--- config.mk ---
export PLATFORM = sky130hd
export DESIGN_NAME = l1_worst_case_distribution_flat
export DESIGN_NICKNAME = d
export VERILOG_FILES = /design/src/sv/l1wcd_pkg.sv /design/src/sv/l1wcd_ifs.sv /design/src/sv/l1wcd_ram.sv /design/src/sv/l1wcd_mac.sv /design/src/sv/l1_worst_case_distribution.sv /design/src/flat_wrapper.sv
export SDC_FILE = /design/constraint.sdc
export NUM_CORES = 2
export LEC_CHECK = 0
export ABC_CLOCK_PERIOD_IN_PS = 10880
export BUFFER_PORTS_ARGS = -buffer_cell sky130_fd_sc_hd__buf_2
export CORE_UTILIZATION = 55
export DETAILED_ROUTE_END_ITERATION = 8
export PLACE_DENSITY = 0.82
export SYNTH_ARGS = -nofsm -noshare
export SYNTH_HDL_FRONTEND = slang
export SYNTH_SLANG_ARGS = --single-unit
--- constraint.sdc ---
create_clock -name clk -period 10.88 [get_ports clk]
set_clock_uncertainty 0.1 [all_clocks]
set_input_delay 0 -clock clk [delete_from_list [all_inputs] [get_ports clk]]
set_output_delay 0 -clock clk [all_outputs]
set_load 0.005 [all_outputs]
--- src/sv/l1wcd_pkg.sv ---
// Shared widths and constants for the L1 worst-case distribution block.
// No dependencies; the interfaces, the MAC unit and the top level use this package.
package l1wcd_pkg;
    localparam int ZW     = 32;
    localparam int PW     = 17;
    localparam int BW     = 18;
    localparam int OBJW   = 48;
    localparam int IDXW   = 5;
    localparam int ACCW   = 56;
    localparam int PRODW  = ZW + PW + 1;
    localparam logic [PW-1:0] ONE_Q16 = 17'd65536;

    typedef logic signed [ZW-1:0]   z_t;
    typedef logic [PW-1:0]          prob_t;
    typedef logic [BW-1:0]          budget_t;
    typedef logic signed [OBJW-1:0] obj_t;
endpackage

--- src/sv/l1wcd_ifs.sv ---
// Handshake channels of the L1 worst-case distribution block.
// Depends on l1wcd_pkg for the payload widths.
interface l1wcd_cfg_if;
    logic                    valid;
    logic                    ready;
    logic [l1wcd_pkg::BW-1:0] data;
    modport source (output valid, output data, input ready);
    modport sink (input valid, input data, output ready);
endinterface

interface l1wcd_in_if;
    logic                      valid;
    logic                      ready;
    logic signed [l1wcd_pkg::ZW-1:0] z_value;
    logic [l1wcd_pkg::PW-1:0]  q_value;
    logic                      last_in;
    modport source (output valid, output z_value, output q_value, output last_in, input ready);
    modport sink (input valid, input z_value, input q_value, input last_in, output ready);
endinterface

interface l1wcd_out_if;
    logic                        valid;
    logic                        ready;
    logic [l1wcd_pkg::IDXW-1:0]  entry_index;
    logic [l1wcd_pkg::PW-1:0]    prob_out;
    logic signed [l1wcd_pkg::OBJW-1:0] objective;
    logic                        exhausted;
    logic                        last_out;
    modport source (output valid, output entry_index, output prob_out, output objective,
                    output exhausted, output last_out, input ready);
    modport sink (input valid, input entry_index, input prob_out, input objective,
                  input exhausted, input last_out, output ready);
endinterface

--- src/sv/l1wcd_ram.sv ---
// Simple dual-port memory: one write port and one registered read port.
// No dependencies.
module l1wcd_ram #(
    parameter int WIDTH = 8,
    parameter int DEPTH = 32,
    parameter int AW    = 5
) (
    input  logic             clk,
    input  logic             we,
    input  logic [AW-1:0]    waddr,
    input  logic [WIDTH-1:0] wdata,
    input  logic [AW-1:0]    raddr,
    output logic [WIDTH-1:0] rdata
);
    logic [WIDTH-1:0] mem [DEPTH];

    always_ff @(posedge clk)
    begin
        if (we)
        begin
            mem[waddr] <= wdata;
        end
    end

    always_ff @(posedge clk)
    begin
        rdata <= mem[raddr];
    end
endmodule

--- src/sv/l1wcd_mac.sv ---
// Multiply-accumulate unit for the objective sum of prob times z.
// Depends on l1wcd_pkg; floors the Q24.32 sum to Q32.16 and saturates.
module l1wcd_mac (
    input  logic              clk,
    input  logic              rst_n,
    input  logic              clear,
    input  logic              in_valid,
    input  l1wcd_pkg::prob_t  prob,
    input  l1wcd_pkg::z_t     value,
    output logic              busy,
    output l1wcd_pkg::obj_t   objective
);
    import l1wcd_pkg::*;

    localparam logic signed [ACCW-1:0] ObjMax = ACCW'({1'b0, {(OBJW-1){1'b1}}});
    localparam logic signed [ACCW-1:0] ObjMin = -ObjMax - ACCW'(1);

    logic signed [PRODW-1:0] prod_reg;
    logic                    prod_vld_reg;
    logic signed [ACCW-1:0]  acc_reg;
    logic signed [ACCW-1:0]  floored;

    always_ff @(posedge clk or negedge rst_n)
    begin
        if (!rst_n)
        begin
            prod_vld_reg <= 1'b0;
            acc_reg      <= '0;
        end
        else
        begin
            prod_vld_reg <= in_valid;
            if (clear)
            begin
                acc_reg <= '0;
            end
            else if (prod_vld_reg)
            begin
                acc_reg <= acc_reg + ACCW'(prod_reg);
            end
        end
    end

    always_ff @(posedge clk)
    begin
        prod_reg <= PRODW'($signed({1'b0, prob}) * value);
    end

    always_comb
    begin
        floored = acc_reg >>> 16;
        if (floored > ObjMax)
        begin
            objective = {1'b0, {(OBJW-1){1'b1}}};
        end
        else if (floored < ObjMin)
        begin
            objective = {1'b1, {(OBJW-1){1'b0}}};
        end
        else
        begin
            objective = OBJW'(floored);
        end
    end

    assign busy = prod_vld_reg;
endmodule

--- src/sv/l1_worst_case_distribution.sv ---
// Top level of the L1 worst-case distribution block: sequencer and memories.
// Depends on l1wcd_pkg, l1wcd_ifs, l1wcd_ram and l1wcd_mac.
//
//  channel  direction  payload
//  cfg      in         data (L1 budget, Q2.16)
//  sample   in         z_value, q_value, last_in
//  result   out        entry_index, prob_out, objective, exhausted, last_out
//
// Loading accepts one item per cycle. Ranking compares each entry with all n entries
// of the value memory; the removal walk steps through WALK_RD, WALK_K and WALK_UPD
// per visited entry, the objective pass runs OBJ_RUN over all entries and then
// OBJ_DRAIN, and each result passes OUT_RD and OUT_PUT. Reset clears the sequencer
// and the budget; memories are not cleared. A result stalled at the output register
// holds the sequencer until taken. The budget channel is only ready while loading.
module l1_worst_case_distribution #(
    parameter int MAX_ENTRIES = 32
) (
    input  logic         clk,
    input  logic         rst_n,
    l1wcd_cfg_if.sink    cfg,
    l1wcd_in_if.sink     sample,
    l1wcd_out_if.source  result
);
    import l1wcd_pkg::*;

    localparam int IW = (MAX_ENTRIES > 1) ? $clog2(MAX_ENTRIES) : 1;
    localparam int CW = $clog2(MAX_ENTRIES + 1);
    localparam logic [CW-1:0] CntMax = CW'(MAX_ENTRIES);
    localparam logic [CW-1:0] CntOne = CW'(1);

    typedef enum logic [3:0] {
        LOAD, RANK_RDI, RANK_LDI, RANK_CMP, MIN_RD, MIN_K, MIN_UPD,
        WALK_RD, WALK_K, WALK_UPD, OBJ_RUN, OBJ_DRAIN, OUT_RD, OUT_PUT
    } state_t;

    state_t        state_reg;
    budget_t       budget_reg;
    logic [CW-1:0] cnt_reg, n_reg, i_reg, j_reg, rank_reg, rem_reg;
    logic [IW-1:0] k_reg;
    prob_t         eps_reg;
    z_t            zi_reg;
    logic          v1_reg, exh_reg, mac_clear_reg;
    logic          out_valid_reg, out_last_reg, out_exh_reg;
    logic [IDXW-1:0] out_idx_reg;
    prob_t         out_prob_reg;
    obj_t          out_obj_reg;

    logic          v_we, p_we, o_we;
    logic [IW-1:0] v_waddr, p_waddr, o_waddr, v_raddr, p_raddr, o_raddr;
    z_t            v_wdata, v_rdata;
    prob_t         p_wdata, p_rdata;
    logic [IW-1:0] o_wdata, o_rdata;

    logic          accept, out_take, before_i, load_end;
    logic [CW-1:0] rank_next;
    prob_t         half, room, eps_new, diff;
    logic          mac_busy;
    obj_t          mac_obj;

    assign accept   = sample.valid && sample.ready;
    assign out_take = out_valid_reg && result.ready;
    assign sample.ready = (state_reg == LOAD);
    assign cfg.ready = (state_reg == LOAD);
    assign load_end = sample.last_in || (cnt_reg + CntOne == CntMax);

    assign before_i  = (v_rdata < zi_reg) || ((v_rdata == zi_reg) && (j_reg < i_reg));
    assign rank_next = rank_reg + CW'(before_i);
    assign half      = budget_reg[BW-1:1];
    assign room      = (p_rdata >= ONE_Q16) ? '0 : ONE_Q16 - p_rdata;
    assign eps_new   = (half < room) ? half : room;
    assign diff      = (eps_reg < p_rdata) ? eps_reg : p_rdata;

    always_comb
    begin
        v_we    = accept;
        v_waddr = cnt_reg[IW-1:0];
        v_wdata = sample.z_value;
        p_we    = 1'b0;
        p_waddr = cnt_reg[IW-1:0];
        p_wdata = sample.q_value;
        o_we    = 1'b0;
        o_waddr = rank_next[IW-1:0];
        o_wdata = i_reg[IW-1:0];
        v_raddr = i_reg[IW-1:0];
        p_raddr = i_reg[IW-1:0];
        o_raddr = '0;
        unique case (state_reg)
            LOAD:
            begin
                p_we = accept;
            end
            RANK_LDI:
            begin
                v_raddr = '0;
            end
            RANK_CMP:
            begin
                v_raddr = IW'(j_reg + CntOne);
                o_we    = (j_reg == n_reg - CntOne);
            end
            MIN_K, WALK_K:
            begin
                p_raddr = o_rdata;
            end
            MIN_UPD:
            begin
                p_raddr = k_reg;
                p_we    = 1'b1;
                p_waddr = k_reg;
                p_wdata = p_rdata + eps_new;
            end
            WALK_RD:
            begin
                o_raddr = IW'(rem_reg - CntOne);
            end
            WALK_UPD:
            begin
                p_raddr = k_reg;
                p_we    = 1'b1;
                p_waddr = k_reg;
                p_wdata = p_rdata - diff;
            end
            default:
            begin
            end
        endcase
    end

    l1wcd_ram #(.WIDTH(ZW), .DEPTH(MAX_ENTRIES), .AW(IW)) u_value_ram (
        .clk(clk), .we(v_we), .waddr(v_waddr), .wdata(v_wdata),
        .raddr(v_raddr), .rdata(v_rdata)
    );

    l1wcd_ram #(.WIDTH(PW), .DEPTH(MAX_ENTRIES), .AW(IW)) u_prob_ram (
        .clk(clk), .we(p_we), .waddr(p_waddr), .wdata(p_wdata),
        .raddr(p_raddr), .rdata(p_rdata)
    );

    l1wcd_ram #(.WIDTH(IW), .DEPTH(MAX_ENTRIES), .AW(IW)) u_order_ram (
        .clk(clk), .we(o_we), .waddr(o_waddr), .wdata(o_wdata),
        .raddr(o_raddr), .rdata(o_rdata)
    );

    l1wcd_mac u_mac (
        .clk(clk), .rst_n(rst_n), .clear(mac_clear_reg), .in_valid(v1_reg),
        .prob(p_rdata), .value(v_rdata), .busy(mac_busy), .objective(mac_obj)
    );

    always_ff @(posedge clk or negedge rst_n)
    begin
        if (!rst_n)
        begin
            state_reg     <= LOAD;
            budget_reg    <= '0;
            cnt_reg       <= '0;
            n_reg         <= '0;
            i_reg         <= '0;
            j_reg         <= '0;
            rank_reg      <= '0;
            rem_reg       <= '0;
            k_reg         <= '0;
            eps_reg       <= '0;
            zi_reg        <= '0;
            v1_reg        <= 1'b0;
            exh_reg       <= 1'b0;
            mac_clear_reg <= 1'b0;
            out_valid_reg <= 1'b0;
            out_last_reg  <= 1'b0;
            out_exh_reg   <= 1'b0;
            out_idx_reg   <= '0;
            out_prob_reg  <= '0;
            out_obj_reg   <= '0;
        end
        else
        begin
            mac_clear_reg <= 1'b0;
            v1_reg        <= 1'b0;
            if (cfg.valid && cfg.ready)
            begin
                budget_reg <= cfg.data;
            end
            if (out_take && state_reg != OUT_PUT)
            begin
                out_valid_reg <= 1'b0;
            end
            unique case (state_reg)
                LOAD:
                begin
                    if (accept)
                    begin
                        cnt_reg <= cnt_reg + CntOne;
                        if (load_end)
                        begin
                            n_reg     <= cnt_reg + CntOne;
                            i_reg     <= '0;
                            state_reg <= RANK_RDI;
                        end
                    end
                end
                RANK_RDI:
                begin
                    state_reg <= RANK_LDI;
                end
                RANK_LDI:
                begin
                    zi_reg    <= v_rdata;
                    j_reg     <= '0;
                    rank_reg  <= '0;
                    state_reg <= RANK_CMP;
                end
                RANK_CMP:
                begin
                    rank_reg <= rank_next;
                    j_reg    <= j_reg + CntOne;
                    if (j_reg == n_reg - CntOne)
                    begin
                        i_reg <= i_reg + CntOne;
                        state_reg <= (i_reg == n_reg - CntOne) ? MIN_RD : RANK_RDI;
                    end
                end
                MIN_RD:
                begin
                    state_reg <= MIN_K;
                end
                MIN_K:
                begin
                    k_reg     <= o_rdata;
                    state_reg <= MIN_UPD;
                end
                MIN_UPD:
                begin
                    eps_reg   <= eps_new;
                    rem_reg   <= n_reg;
                    state_reg <= WALK_RD;
                end
                WALK_RD:
                begin
                    if (eps_reg == '0 || rem_reg == '0)
                    begin
                        exh_reg       <= (eps_reg != '0);
                        mac_clear_reg <= 1'b1;
                        i_reg         <= '0;
                        state_reg     <= OBJ_RUN;
                    end
                    else
                    begin
                        state_reg <= WALK_K;
                    end
                end
                WALK_K:
                begin
                    k_reg     <= o_rdata;
                    state_reg <= WALK_UPD;
                end
                WALK_UPD:
                begin
                    eps_reg   <= eps_reg - diff;
                    rem_reg   <= rem_reg - CntOne;
                    state_reg <= WALK_RD;
                end
                OBJ_RUN:
                begin
                    v1_reg <= 1'b1;
                    i_reg  <= i_reg + CntOne;
                    if (i_reg == n_reg - CntOne)
                    begin
                        state_reg <= OBJ_DRAIN;
                    end
                end
                OBJ_DRAIN:
                begin
                    if (!v1_reg && !mac_busy)
                    begin
                        i_reg     <= '0;
                        state_reg <= OUT_RD;
                    end
                end
                OUT_RD:
                begin
                    state_reg <= OUT_PUT;
                end
                OUT_PUT:
                begin
                    if (!out_valid_reg || result.ready)
                    begin
                        out_valid_reg <= 1'b1;
                        out_idx_reg   <= IDXW'(i_reg);
                        out_prob_reg  <= p_rdata;
                        out_exh_reg   <= exh_reg;
                        out_last_reg  <= (i_reg == n_reg - CntOne);
                        out_obj_reg   <= (i_reg == n_reg - CntOne) ? mac_obj : '0;
                        i_reg         <= i_reg + CntOne;
                        if (i_reg == n_reg - CntOne)
                        begin
                            cnt_reg   <= '0;
                            state_reg <= LOAD;
                        end
                        else
                        begin
                            state_reg <= OUT_RD;
                        end
                    end
                end
                default:
                begin
                    state_reg <= LOAD;
                end
            endcase
        end
    end

    assign result.valid       = out_valid_reg;
    assign result.entry_index = out_idx_reg;
    assign result.prob_out    = out_prob_reg;
    assign result.objective   = out_obj_reg;
    assign result.exhausted   = out_exh_reg;
    assign result.last_out    = out_last_reg;

`ifndef SYNTHESIS
    a_eps_bound: assert property (@(posedge clk) disable iff (!rst_n)
        eps_reg <= ONE_Q16) else $error("Mass to remove exceeds one.");
    a_rem_bound: assert property (@(posedge clk) disable iff (!rst_n)
        state_reg == WALK_RD |-> rem_reg <= n_reg)
        else $error("Walk counter beyond vector length.");
    a_cnt_bound: assert property (@(posedge clk) disable iff (!rst_n)
        cnt_reg <= CntMax) else $error("Load count beyond store depth.");
    a_walk_eps: assert property (@(posedge clk) disable iff (!rst_n)
        state_reg == WALK_UPD |=> eps_reg <= $past(eps_reg))
        else $error("Removal walk increased the remaining mass.");
`endif
endmodule
--- src/flat_wrapper.sv ---
// flat-port wrapper written by rule: the top's interface ports become plain ports
module l1_worst_case_distribution_flat import l1wcd_pkg::*;
#(
    parameter int MAX_ENTRIES = 32
)
  (clk, rst_n, cfg_valid, cfg_data, cfg_ready, sample_valid, sample_z_value, sample_q_value, sample_last_in, sample_ready, result_valid, result_entry_index, result_prob_out, result_objective, result_exhausted, result_last_out, result_ready);
  l1wcd_cfg_if cfg_i ();
  l1wcd_in_if sample_i ();
  l1wcd_out_if result_i ();
  input  logic clk;
  input  logic rst_n;
  input wire logic [$bits(cfg_i.valid)-1:0] cfg_valid;
  input wire logic [$bits(cfg_i.data)-1:0] cfg_data;
  output wire logic [$bits(cfg_i.ready)-1:0] cfg_ready;
  input wire logic [$bits(sample_i.valid)-1:0] sample_valid;
  input wire logic [$bits(sample_i.z_value)-1:0] sample_z_value;
  input wire logic [$bits(sample_i.q_value)-1:0] sample_q_value;
  input wire logic [$bits(sample_i.last_in)-1:0] sample_last_in;
  output wire logic [$bits(sample_i.ready)-1:0] sample_ready;
  output wire logic [$bits(result_i.valid)-1:0] result_valid;
  output wire logic [$bits(result_i.entry_index)-1:0] result_entry_index;
  output wire logic [$bits(result_i.prob_out)-1:0] result_prob_out;
  output wire logic [$bits(result_i.objective)-1:0] result_objective;
  output wire logic [$bits(result_i.exhausted)-1:0] result_exhausted;
  output wire logic [$bits(result_i.last_out)-1:0] result_last_out;
  input wire logic [$bits(result_i.ready)-1:0] result_ready;
  assign cfg_i.valid = cfg_valid;
  assign cfg_i.data = cfg_data;
  assign cfg_ready = cfg_i.ready;
  assign sample_i.valid = sample_valid;
  assign sample_i.z_value = sample_z_value;
  assign sample_i.q_value = sample_q_value;
  assign sample_i.last_in = sample_last_in;
  assign sample_ready = sample_i.ready;
  assign result_valid = result_i.valid;
  assign result_entry_index = result_i.entry_index;
  assign result_prob_out = result_i.prob_out;
  assign result_objective = result_i.objective;
  assign result_exhausted = result_i.exhausted;
  assign result_last_out = result_i.last_out;
  assign result_i.ready = result_ready;
  l1_worst_case_distribution #(.MAX_ENTRIES(MAX_ENTRIES)) u_core (.clk(clk), .rst_n(rst_n), .cfg(cfg_i), .sample(sample_i), .result(result_i));
endmodule
==> key figures <==
Placed design
  – # port buffers: 146
  – HPWL after DPL: 167000 um
  – GP Congestion: 0.951

Route
  – Routed vias: 75428
  – Final antenna-violating net count: 0
  – Routed WL: 283000 um
  – Pre-Repair DR Iteration Count: 6
  – DRC Markers: 0
  – Vias per cell: 6.24
  – Post-DR wirelength/cell: 23.4 um
  – Drt initial violations: 9654

Timing
  – Tmin final: 8990 ps
  – Slew HR: 3.59%
  – RSZ-0062 raised after global routing: false
  – Final hold vios: 0
  – Tightest Pin Transition: 1450 ps
  – Max Transition Viols Final: 0
  – # setup viols final: 0
  – Fin crit share: 82.6%
  – WHS: 66.9 ps
  – Setup TNS: 0 ps
  – Achievable Freq: 111 MHz

Critical path
  – CP required: 11240 ps
  – CP endpoint kind: flop
  – Worst reg2reg path depth: 31
  – Reg2reg setup slack: 1890 ps
  – Max incr delay on CP: 850 ps
  – WS Path Type: reg2reg
  – CP top delay family: compound AO/OA/AOI/OAI gates
  – Worst Setup SP: u_core.u_prob_ram.rdata[1]
  – Crit path DAT: 9350 ps
  – CP Launch Type: flop
  – Reg-to-Reg Start: u_core.u_prob_ram.rdata[1]
  – Crit path buf inv count: 3
  – CP max-delay cell: o21ai_2
  – Crit Path Max Fanout: 48
  – FF-to-FF End: u_core.u_prob_ram.mem[4][15]
  – Critical path's most frequent cell: ha_1

GRT
  – Pin count of the biggest net entering global routing: 237
  – Total GRT Usage: 28.3%
  – Global-route wire length before repair: 432000 um
  – Gr ovfl total: 0
  – Vias in the first global route: 75679
  – Initial antenna violation count: 15

Clock tree
  – Worst-path clk slew: 70 ps
  – Clk sinks: 2067
  – H-tree Lvls: 4
  – Worst skew pair latency: 930 ps
  – Clock Path Buffers: 3
  – CTS root buf: clkbuf_16
  – Num CTS Buffers: 203
  – CTS tree: yes

Floorplanning
  – Initial Util: 55.6%
  – Core area: 193000 um2
  – Die area: 197000 um2
  – # IOs: 148
  – Site Rows: 161
  – Die Span Y: 444 um
  – Die Width: 444 um

Worst hold path
  – Min-Delay Path Depth: 2
  – Worst Hold Path EP: u_core.u_value_ram.mem[22][26]
  – Hold wc startpoint: sample_z_value[26]
  – Hold WC Path Type: in2reg

Synth
  – Yosys top cell by area: edfxtp_1
  – Largest family of logic cells by synthesized area: simple AND/OR/NAND/NOR gates
  – Fraction of the mapped netlist area in compound gates: 9.82%
  – Ys Warns: 0
  – Most numerous cell in the Yosys netlist: nand2_1
  – Synth Instances: 9359
  – Synth Cell Area: 107000 um2
  – Distinct cells, synth: 91
  – Flops & latches, synth: 2067
  – Main synth FF type: edfxtp_1
  – Synth Area per Inst: 11.5 um2
  – Post-synth EDFFs: 1728
  – Sequential share of the synthesized area: 55.7%
  – Top cells by area in the synthesized netlist: edfxtp_1 48%, fa_1 9.8%, nand2_1 6.9%
  – Async set-reset flop share out of synthesis: 11.4%
  – Synth Area in Adders: 13.1%
  – Post-synth top cells: 1988 x nand2_1, 1728 x edfxtp_1, 669 x inv_1
  – Xor/xnor share of the synthesized area: 1.47%
  – Synth Net Count: 10244
  – Share of the synthesized area in the top cell type: 48.3%
  – Simple-gate share of the synthesized area: 14.0%
  – Post-synthesis mux area share: 1.31%

Final layout
  – Fin util: 61.4%
  – Nets: 10262
  – Top reg by flops: u_core.u_value_ram.mem
  – Area grow syn2layout: 10.4%
  – Biggest regs: u_core.u_value_ram.mem: 1024 flops, u_core.u_prob_ram.mem: 544 flops, u_core.u_order_ram.mem: 160 flops
  – Max reg flops: 1024
  – Ratio of cells with drive above 1 in the final layout: 7.69%

Job
  – Max-cap viol count: 0

Outcome
  – Status: finished clean
## cell families (layout without fill, tap and decap cells)
family / Yosys count / after routing
XOR/XNOR: 179 / 179
AND/OR/NAND/NOR: 3391 / 3391
other: 0 / 11
adder cells (fa/ha/maj): 812 / 812
multiplexers: 123 / 123
buffers and inverters: 1258 / 1449
flip-flops: 2067 / 2067
AO/OA/AOI/OAI: 1529 / 1529
## per-stage QoR
stage	worst slack [ps]	std cells	area, um2
final	1890	12087	119000
after global routing	1290	12077	119000
after global placement	2170	11592	111000
after detailed placement	2060	11592	111000
after floorplan	1960	9359	107000
after CTS	2080	12076	119000
## cell type report
class	count	area, um2
Timing Repair Buffer	402	3070
Antenna cell	11	27.5
Fill cell	13791	74600
Sequential cell	2067	59900
Tap cell	2526	3160
Clock buffer	252	5360
Inverter	669	2510
Clock inverter	126	1430
Multi-Input combinational cell	6034	43100
## worst max-delay path by stage
| stage | cells past startpoint | slack (ps) | end |
|---|---|---|---|
| CTS | 31 | 2080 | u_core.u_prob_ram.mem[4][15] |
| floorplan | 36 | 1960 | u_core.u_prob_ram.mem[0][15] |
| global route | 31 | 1290 | u_core.u_prob_ram.mem[18][13] |
| finish | 31 | 1890 | u_core.u_prob_ram.mem[4][15] |
| detailed placement | 31 | 2060 | u_core.u_prob_ram.mem[7][15] |
| global placement | 31 | 2170 | u_core.u_prob_ram.mem[0][15] |
## timing repair
action | CTS | global route
gates resized for setup | 0 | 0
hold endpoints to repair | 1754 | 0
hold buffers | 106 | 0
setup buffers | 0 | 0
## routing by layer
layer	vias to the layer above	global-route usage, %	routed length, um
met4	20	12.7	13200
met1	37181	36.2	104000
met3	846	5.85	30100
met2	4559	46.6	136000
li1	32822	-	-
met5	-	0	141
## cells in the final DEF (no fill, tap or decap), types with 85 or more instances in the layout
| cell | n |
|---|---|
| a211oi_1 | 240 |
| a21o_1 | 136 |
| a21oi_1 | 269 |
| a311oi_1 | 268 |
| a31oi_1 | 166 |
| and2_1 | 288 |
| and3_1 | 142 |
| buf_2 | 145 |
| buf_4 | 140 |
| clkbuf_16 | 204 |
| dfrtp_1 | 232 |
| dfxtp_1 | 101 |
| dlygate4sd3_1 | 105 |
| edfxtp_1 | 1728 |
| fa_1 | 524 |
| ha_1 | 288 |
| inv_1 | 669 |
| mux2i_1 | 85 |
| nand2_1 | 1984 |
| nand3_1 | 362 |
| nor2_1 | 299 |
| o21ai_0 | 191 |
| xnor2_1 | 112 |
Power is not shown: default switching activity piles up to over one toggle a cycle in this logic, so the estimate is an artifact.
